===== src/rtl/xos_pkg.sv =====
`default_nettype none
// ----------------------------------------------------------------------------
// xos_pkg
// shared types and constants of the xoshiro128** generator with seeding
// ----------------------------------------------------------------------------
package xos_pkg;

    localparam int unsigned WORD_W  = 32;
    localparam int unsigned BYTE_W  = 8;
    localparam int unsigned NWORDS  = 4;
    localparam int unsigned IDX_W   = 2;

    // splitmix32 constants
    localparam logic [WORD_W-1:0] SM_GOLDEN = 32'h9E37_79B9;
    localparam logic [WORD_W-1:0] SM_MUL_A  = 32'h21F0_AAAD;
    localparam logic [WORD_W-1:0] SM_MUL_B  = 32'h735A_2D97;

    // item codes
    localparam logic ACT_SEED = 1'b0;
    localparam logic ACT_DRAW = 1'b1;

    typedef enum logic [2:0] {
        ST_IDLE,
        ST_MIX_A,
        ST_MIX_B,
        ST_STORE,
        ST_OUT
    } xos_state_t;

    typedef struct packed {
        logic             acc_load;
        logic             mix_a;
        logic             mix_b;
        logic             store;
        logic [IDX_W-1:0] store_idx;
        logic             draw;
        logic             out_load;
    } xos_cmd_t;

    typedef struct packed {
        logic out_free;
    } xos_status_t;

endpackage : xos_pkg
`default_nettype wire


===== src/rtl/xoshiro128ss_prng_with_seeding.sv =====
`default_nettype none
// ----------------------------------------------------------------------------
// xoshiro128ss_prng_with_seeding
// xoshiro128** generator with splitmix32 seeding
// ----------------------------------------------------------------------------
// A seed word (action 0) loads the four 32-bit state words with four
// successive splitmix32 outputs of seed_value and gives no result; it occupies
// the block (the accept, then the states MIX_A, MIX_B and STORE for each state
// word through the shared mixing unit, whose two 32x32 multiplies are each
// registered). A draw word (action 1) gives one result word: random_word =
// rotl(s1*5,7)*9 of the state before the advance, its low byte, and
// bounded_value = (random_word*bound)>>32. In a draw the scrambled word is
// registered while the state advances, then, once the output register is free,
// the 32x8 bound multiply fills it; the block takes no new word until then.
// The output register lets the next word be accepted while a result still
// waits. After reset the state is all zero, a fixed point of the advance rule,
// so draws before any seed give zeros.
// ----------------------------------------------------------------------------
module xoshiro128ss_prng_with_seeding (
    input  wire logic                       clk,
    input  wire logic                       rst_n,
    // input channel
    input  wire logic                       in_valid,
    output      logic                       in_stall,
    input  wire logic                       action,
    input  wire logic [xos_pkg::WORD_W-1:0] seed_value,
    input  wire logic [xos_pkg::BYTE_W-1:0] bound,
    // output channel
    output      logic                       out_valid,
    input  wire logic                       out_stall,
    output      logic [xos_pkg::WORD_W-1:0] random_word,
    output      logic [xos_pkg::BYTE_W-1:0] random_low_byte,
    output      logic [xos_pkg::BYTE_W-1:0] bounded_value
);
    import xos_pkg::*;

    // commands from the sequencer, output-register status back to it
    xos_cmd_t    cmd;
    xos_status_t status;

    xos_ctrl u_ctrl (
        .clk      (clk),
        .rst_n    (rst_n),
        .in_valid (in_valid),
        .in_stall (in_stall),
        .action   (action),
        .status   (status),
        .cmd      (cmd)
    );

    // state words, mixing unit, scrambler and output register
    xos_datapath u_dp (
        .clk             (clk),
        .rst_n           (rst_n),
        .cmd             (cmd),
        .status          (status),
        .seed_value      (seed_value),
        .bound           (bound),
        .out_valid       (out_valid),
        .out_stall       (out_stall),
        .random_word     (random_word),
        .random_low_byte (random_low_byte),
        .bounded_value   (bounded_value)
    );

endmodule : xoshiro128ss_prng_with_seeding
`default_nettype wire


===== src/rtl/xos_datapath.sv =====
`default_nettype none
// ----------------------------------------------------------------------------
// xos_datapath
// generator state, splitmix32 mixing unit, scrambler and output register
// ----------------------------------------------------------------------------
module xos_datapath (
    input  wire logic                         clk,
    input  wire logic                         rst_n,
    input  wire xos_pkg::xos_cmd_t            cmd,
    output      xos_pkg::xos_status_t         status,
    input  wire logic [xos_pkg::WORD_W-1:0]   seed_value,
    input  wire logic [xos_pkg::BYTE_W-1:0]   bound,
    output      logic                         out_valid,
    input  wire logic                         out_stall,
    output      logic [xos_pkg::WORD_W-1:0]   random_word,
    output      logic [xos_pkg::BYTE_W-1:0]   random_low_byte,
    output      logic [xos_pkg::BYTE_W-1:0]   bounded_value
);
    import xos_pkg::*;

    logic [WORD_W-1:0] gen_state_reg [NWORDS];
    logic [WORD_W-1:0] gen_state_next [NWORDS];
    logic [WORD_W-1:0] acc_reg, acc_next;
    logic [WORD_W-1:0] mix_reg, mix_next;
    logic [WORD_W-1:0] word_reg, word_next;
    logic [BYTE_W-1:0] bound_reg, bound_next;
    logic              out_valid_reg, out_valid_next;
    logic [WORD_W-1:0] out_word_reg, out_word_next;
    logic [BYTE_W-1:0] out_bnd_reg, out_bnd_next;

    logic [WORD_W-1:0] acc_inc, mix_in_a, mix_in_b, mix_out;
    logic [WORD_W-1:0] s1x5, s1rot, scrambled;
    logic [WORD_W-1:0] t2, t3;
    logic [WORD_W+BYTE_W-1:0] scaled;

    // splitmix32 steps
    assign acc_inc  = acc_reg + SM_GOLDEN;
    assign mix_in_a = acc_inc ^ (acc_inc >> 16);
    assign mix_in_b = mix_reg ^ (mix_reg >> 15);
    assign mix_out  = mix_reg ^ (mix_reg >> 15);

    // scrambler: rotl(s1*5,7)*9 with shift-add products
    assign s1x5      = gen_state_reg[1] + (gen_state_reg[1] << 2);
    assign s1rot     = {s1x5[WORD_W-8:0], s1x5[WORD_W-1:WORD_W-7]};
    assign scrambled = s1rot + (s1rot << 3);

    // state advance
    assign t2 = gen_state_reg[2] ^ gen_state_reg[0];
    assign t3 = gen_state_reg[3] ^ gen_state_reg[1];

    assign scaled = {{BYTE_W{1'b0}}, word_reg} * {{WORD_W{1'b0}}, bound_reg};

    always_comb
    begin
        gen_state_next = gen_state_reg;
        acc_next       = acc_reg;
        mix_next       = mix_reg;
        word_next      = word_reg;
        bound_next     = bound_reg;
        out_word_next  = out_word_reg;
        out_bnd_next   = out_bnd_reg;
        out_valid_next = out_valid_reg;

        if (out_valid_reg && !out_stall)
        begin
            out_valid_next = 1'b0;
        end

        if (cmd.acc_load)
        begin
            acc_next = seed_value;
        end
        if (cmd.mix_a)
        begin
            acc_next = acc_inc;
            mix_next = mix_in_a * SM_MUL_A;
        end
        if (cmd.mix_b)
        begin
            mix_next = mix_in_b * SM_MUL_B;
        end
        if (cmd.store)
        begin
            gen_state_next[cmd.store_idx] = mix_out;
        end
        if (cmd.draw)
        begin
            word_next         = scrambled;
            bound_next        = bound;
            gen_state_next[0] = gen_state_reg[0] ^ t3;
            gen_state_next[1] = gen_state_reg[1] ^ t2;
            gen_state_next[2] = t2 ^ (gen_state_reg[1] << 9);
            gen_state_next[3] = {t3[WORD_W-12:0], t3[WORD_W-1:WORD_W-11]};
        end
        if (cmd.out_load)
        begin
            out_valid_next = 1'b1;
            out_word_next  = word_reg;
            out_bnd_next   = scaled[WORD_W+BYTE_W-1:WORD_W];
        end
    end

    always_ff @(posedge clk or negedge rst_n)
    begin
        if (!rst_n)
        begin
            for (int i = 0; i < NWORDS; i++)
            begin
                gen_state_reg[i] <= '0;
            end
            out_valid_reg <= 1'b0;
        end
        else
        begin
            gen_state_reg <= gen_state_next;
            out_valid_reg <= out_valid_next;
        end
    end

    always_ff @(posedge clk)
    begin
        acc_reg      <= acc_next;
        mix_reg      <= mix_next;
        word_reg     <= word_next;
        bound_reg    <= bound_next;
        out_word_reg <= out_word_next;
        out_bnd_reg  <= out_bnd_next;
    end

    assign status.out_free = !out_valid_reg || !out_stall;
    assign out_valid       = out_valid_reg;
    assign random_word     = out_word_reg;
    assign random_low_byte = out_word_reg[BYTE_W-1:0];
    assign bounded_value   = out_bnd_reg;

endmodule : xos_datapath
`default_nettype wire


===== src/rtl/xos_ctrl.sv =====
`default_nettype none
// ----------------------------------------------------------------------------
// xos_ctrl
// sequencer for seed mixing and draws
// ----------------------------------------------------------------------------
module xos_ctrl (
    input  wire logic                 clk,
    input  wire logic                 rst_n,
    input  wire logic                 in_valid,
    output      logic                 in_stall,
    input  wire logic                 action,
    input  wire xos_pkg::xos_status_t status,
    output      xos_pkg::xos_cmd_t    cmd
);
    import xos_pkg::*;

    xos_state_t       state_reg, state_next;
    logic [IDX_W-1:0] idx_reg, idx_next;

    always_ff @(posedge clk or negedge rst_n)
    begin
        if (!rst_n)
        begin
            state_reg <= ST_IDLE;
            idx_reg   <= '0;
        end
        else
        begin
            state_reg <= state_next;
            idx_reg   <= idx_next;
        end
    end

    always_comb
    begin
        state_next    = state_reg;
        idx_next      = idx_reg;
        cmd           = '0;
        cmd.store_idx = idx_reg;
        in_stall      = 1'b1;

        unique case (state_reg)
            ST_IDLE:
            begin
                in_stall = 1'b0;
                if (in_valid)
                begin
                    if (action == ACT_SEED)
                    begin
                        cmd.acc_load = 1'b1;
                        idx_next     = '0;
                        state_next   = ST_MIX_A;
                    end
                    else
                    begin
                        cmd.draw   = 1'b1;
                        state_next = ST_OUT;
                    end
                end
            end
            ST_MIX_A:
            begin
                cmd.mix_a  = 1'b1;
                state_next = ST_MIX_B;
            end
            ST_MIX_B:
            begin
                cmd.mix_b  = 1'b1;
                state_next = ST_STORE;
            end
            ST_STORE:
            begin
                cmd.store = 1'b1;
                idx_next  = idx_reg + 1'b1;
                if (idx_reg == IDX_W'(NWORDS - 1))
                begin
                    state_next = ST_IDLE;
                end
                else
                begin
                    state_next = ST_MIX_A;
                end
            end
            ST_OUT:
            begin
                if (status.out_free)
                begin
                    cmd.out_load = 1'b1;
                    state_next   = ST_IDLE;
                end
            end
            default:
            begin
                state_next = ST_IDLE;
            end
        endcase
    end

endmodule : xos_ctrl
`default_nettype wire


===== config.mk =====
export PLATFORM = sky130hd
export DESIGN_NAME = xoshiro128ss_prng_with_seeding
export DESIGN_NICKNAME = d
export VERILOG_FILES = /design/src/rtl/xos_pkg.sv /design/src/rtl/xoshiro128ss_prng_with_seeding.sv /design/src/rtl/xos_datapath.sv /design/src/rtl/xos_ctrl.sv
export SDC_FILE = /design/constraint.sdc
export NUM_CORES = 2
export LEC_CHECK = 0
export ABC_CLOCK_PERIOD_IN_PS = 22400
export BUFFER_PORTS_ARGS = -buffer_cell sky130_fd_sc_hd__buf_2
export CAP_MARGIN = 20
export CORE_MARGIN = 8
export CORE_UTILIZATION = 50
export DETAILED_ROUTE_END_ITERATION = 12
export PLACE_DENSITY = 0.75
export RECOVER_POWER = 25
export SKIP_CTS_REPAIR_TIMING = 1
export SYNTH_ARGS = -nofsm -noshare
export SYNTH_HDL_FRONTEND = slang
export SYNTH_SLANG_ARGS = --single-unit

===== constraint.sdc =====
create_clock -name clk -period 22.4 [get_ports clk]
set_clock_uncertainty 0.05 [all_clocks]
set_input_delay 3.36 -clock clk [delete_from_list [all_inputs] [get_ports clk]]
set_output_delay 3.36 -clock clk [all_outputs]
set_load 0.05 [all_outputs]

After elaboration in Yosys (flattened, before gate mapping)
Index checks and enable logic that the tools add are counted.
- bits of input ports: 45
- word-level logic and storage cells: 82
- bits in registers: 278
- bitwise operators: 8
- $mul: 3
- add/sub/neg operators: 4
- equal/unequal tests: 8
- multiplexer cells: 31
- order comparisons: 2
- reduce and logical (&&, ||, !) cells: 13
- operator list (operator ; number):
    128-bit two-way mux ; 2
    32-bit two-way mux ; 5
    32-bit XOR ; 5
    128-bit bitwise mux ; 1
    32-bit adder ; 2
    32-bit demux with 2-bit select ; 1
    32-bit by 8-bit multiplier with 40-bit output ; 1
    32-bit adder, second input constant ; 1
    32-bit by 30-bit multiplier with 32-bit output, second input constant ; 1
    32-bit by 31-bit multiplier with 32-bit output, second input constant ; 1
    32-bit by 16-bit XOR with 32-bit output ; 1
    32-bit by 17-bit XOR with 32-bit output ; 1
    1-bit two-way mux ; 15
    3-bit one-hot mux with 5 select lines ; 1
    2-bit nonzero test ; 5
    3-bit two-way mux ; 3
    3-bit by 2-bit equality test with 1-bit output, second input constant ; 2
    2-bit inequality test, second input constant ; 3
    2-bit two-way mux ; 2
    2-bit one-hot mux with 2 select lines ; 1
    3-bit by 1-bit equality test with 1-bit output, second input constant ; 1
    3-bit equality test, second input constant ; 1
    3-bit greater-or-equal comparator, second input constant ; 1
    3-bit logical NOT ; 1
    9 further kinds ; 11

Depth between registers and ports, before layout
- depth in word-level cells: 8
- depth in mapped cells: 36

Cells and area by module
From an unflattened synthesis, not the netlist that was laid out.
- cell total of the unflattened synthesis: 4044
- area total of the unflattened synthesis: 39832.0 µm²
- modules (own cells, without submodules) (module ; cells each ; instances ; area an instance (µm²)):
    xos_datapath ; 4014 ; 1 ; 39511.6
    xos_ctrl ; 30 ; 1 ; 320.3

Worst setup path after synthesis
OpenSTA, ideal clock, no wires.
- kind: reg-to-reg
- from: reg u_dp.acc_reg[8]
- to: reg u_dp.mix_reg[31] (data pin)
- setup time: 0.261 ns
- data required time: 22.089 ns
- clock period less this slack: 9.037 ns
- buffers on the path: 0
- stages on the path, launching flop included: 35
- arrival time: 8.726 ns
- path slack: 13.363 ns
- cells stage by stage: edfxtp_1 -> o311ai_0 -> a31oi_2 -> o21ai_1 -> nand2_1 -> o21ai_1 -> xnor2_1 -> inv_2 -> xnor2_1 -> ha_1 -> xor2_1 -> ha_1 -> or2_2 -> fa_1 -> fa_1 -> fa_1 -> inv_1 -> fa_1 -> inv_1 -> fa_1 -> inv_1 -> fa_1 -> inv_1 -> ha_1 -> a21o_1 -> a21oi_1 -> o21bai_1 -> a21o_1 -> a2111oi_0 -> a21o_1 -> nor4b_1 -> o31ai_1 -> a31oi_1 -> xnor2_1 -> mux2i_1
- cells in the longest elaborated chain, start to end: 5
- RTL lines (what ; RTL line ; source):
    from (decl) ; xos_datapath.sv:23 ; logic [WORD_W-1:0] acc_reg, acc_next;
    from (signal assigned) ; xos_datapath.sv:122 ; acc_reg <= acc_next;
    32-bit adder ; xos_datapath.sv:37 ; assign acc_inc = acc_reg + SM_GOLDEN;
    32-bit by 16-bit XOR with 32-bit output ; xos_datapath.sv:38 ; assign mix_in_a = acc_inc ^ (acc_inc >> 16);
    32-bit by 30-bit multiplier with 32-bit output ; xos_datapath.sv:76 ; mix_next = mix_in_a * SM_MUL_A;
    32-bit two-way mux ; xos_datapath.sv:73 ; if (cmd.mix_a)
    32-bit two-way mux ; xos_datapath.sv:78 ; if (cmd.mix_b)
    via u_dp.mix_next[31] ; xos_datapath.sv:24 ; logic [WORD_W-1:0] mix_reg, mix_next;
    to (signal assigned) ; xos_datapath.sv:123 ; mix_reg <= mix_next;
    to (decl) ; xos_datapath.sv:24 ;
The timed path passes the listed nets, and every way through them passes these cells. The select of a mux whose other input is x is not followed.
A chain may end at the register's enable or synchronous reset.

Final worst setup path
- from: reg u_dp.acc_reg[12]
- to: reg u_dp.mix_reg[30] (data pin)
The elaborated chain is that of the path after synthesis.

==> flow_summary.toml <==
[final_layout]
design_area_mm2 = 0.0424
diodes = 0
syn_to_final_growth_pct = 7.31
fin_nets = 5212
largest_register_ffs = 128
layout-drive-gt1-share_pct = 5.43
fillers = 7005

[outcome]
violations = "capacitance limit, slew limit"
status = "finished with violations"

[logic_synthesis]
syn-cell-area_mm2 = 0.0395
synth.distinct_cells = 76
ys_warn_count = 0
synth_top_area_cell = "fa_1"
synthArstFlopShare_pct = 48.2
synth-simple-area-share_pct = 9.35
yosysTopAreaCellShare_pct = 28.3
synthCells = 4042
synth_top_family_by_area = "adder cells"
syn_nets = 5131
yosys-top-cells-count = "inv_1, fa_1, ha_1, nand2_1, o21ai_0"
synth_seq_cells = 278
synth-xor-area-share_pct = 7.78
muxShareOfSynthArea_pct = 0.935
avgSynthCellArea_um2 = 9.77
synth_most_common_cell = "inv_1"
ys_top_cells_by_area = "fa_1, ha_1, edfxtp_1, dfrtp_1, inv_1"
synth_edf_count = 144
synth_fa_ha_area_share_pct = 43.7
ys.flop_type = "edfxtp_1"
ys_seq_area_share_pct = 19.4
synth_compound_area_share_pct = 10.2

[sta]
max-slew-margin-rel_pct = -118
rsz0062_at_grt = "false"
finalWorstSetupSlack_ns = 12.37
period_share_pct = 44.8
hold_violations = 0
period_needed_ns = 10.03
finalSetupViolations = 0
tns_ns = 0
tightestPinTransition_ns = 3.26
max_freq_mhz = 99.7
slew_violations = 146

[clocking]
cts_buffer_depth = 3
root_buffer = "clkbuf_16"
tritoncts = "yes"
h-tree-depth = 2
clk_latency_ns = 0.57
numClockSinks = 278
clk_pin_slew_ns = 0.06
cts_buffers = 34

[drt]
wl_per_cell_um = 19.5
via_per_inst = 5.52
drcViolationCount = 0
routed_wl_mm = 102
drtAntennaViolNets = 0
dr.first_iter.drc_count = 1704
vias = 28700
firstDrtPassIters = 5

[global_route]
grt_usage_pct = 23.2
grt_max_degree = 100
overflow = 0
grt_pass1_wl_mm = 166
antenna_found_initial = 2
grt_pass1_vias = 30400

[place]
dp_worst_setup_slack_ns = 12.40
placedInstanceArea_mm2 = 0.0413
gp_congestion = 0.980
dp_hpwl_mm = 81.5
io_buffers = 94

[die]
coreArea_mm2 = 0.0786
die_w_um = 297
die_height_um = 297
row_count = 103
die_area_mm2 = 0.0882
ioPinCount = 95
floorplan.initialDensity_pct = 50.2

[flow_run]
drv_cap = 3

[hold_path]
min_path_type = "reg -> reg"

[worst_setup_path]
critPathKind = "reg -> reg"
endpoint_kind = "register"
worst_path_most_repeated_cell = "fa_1"
worstPathArrival_ns = 10.27
crit_path_start_kind = "register"
crit_fanout = 10
critPathMaxStageDelay_ns = 0.82
slowest_stage = "xor2_1"
critical_path_required_ns = 22.65
-- path summary, 6_finish.rpt --
path                                              from                      end  slack [ns]  cells past startpoint
worst min register to register  u_dp.gen_state_reg[45]   u_dp.gen_state_reg[45]        0.49                      2
worst min-delay path            u_dp.gen_state_reg[45]   u_dp.gen_state_reg[45]        0.49                      2
worst max register to register        u_dp.acc_reg[12]         u_dp.mix_reg[30]       12.37                     31
max in group asynchronous                        rst_n  u_dp.gen_state_reg[118]       16.15                      2
min in group asynchronous                        rst_n   u_dp.gen_state_reg[58]        3.83                      1
worst max-delay path                  u_dp.acc_reg[12]         u_dp.mix_reg[30]       12.37                     31
-- cells by family after synthesis --
family,after synthesis
xor+xnor,337
mux,36
fa+ha+maj,1045
compound gates,659
simple gates,790
buf+inv,897
flops,278
-- metrics by stage --
step,utilization [%],hold slack [ns],cells
2_1_floorplan,-,0.374,4042
3_3_place_gp,52.5,0.453,5136
3_5_place_dp,52.5,0.465,5136
4_1_cts,53.9,0.485,5194
5_1_grt,53.9,0.497,5195
6_report,53.9,0.486,5195
-- placed cells by master, fill, tap and decap left out, types with 13 or more instances in the layout --
cell type  instances
edfxtp_1         144
xor2_1           169
nand3_1           83
a21oi_1          181
nor3_1            25
and2_1           114
inv_1            799
xnor2_1          157
o21a_1            30
a21o_1            62
nand4_1           13
ha_1             486
dfrtp_1          134
mux2i_1           29
buf_2             91
clkbuf_16         35
fa_1             558
buf_4             44
nand2_1          330
o21ai_0          230
nand2b_1          19
a221o_1           13
o21bai_1          24
nor2_1           137
a211oi_1          23
nor3b_1           13
-- layer usage --
layer	global-route usage, %	share of wire, %	vias up
li1	-	-	13200
met1	30.4	41	14300
met2	38.7	47	941
met3	4.10	7.4	241
met4	8.48	4.2	2
met5	0	0.013	-
-- layout make-up --
type	instances	area (um2)	area share, %
inverters	801	3010	7.11
well taps	1050	1310	3.10
multi-input cells	2867	28500	67.2
clock inverters	13	151	0.357
clock buffers	45	943	2.23
repair buffers	141	820	1.93
flip-flops and latches	278	7680	18.1
-- worst max-delay path: cells and delay by family (launching register included) --
kind,cells,cell delay (ns)
AOI/OAI and AO/OA,10,2.38
DFF,1,0.43
adders and majority gates,9,3.85
xor gates and xnor gates,3,1.12
buffers and inverters,5,0.29
muxes,1,0.09
and+or+nand+nor,3,1.58
Power is left out: the tool's default activity adds up to more than one toggle a clock period on the data nets, which glitch-free logic cannot reach.
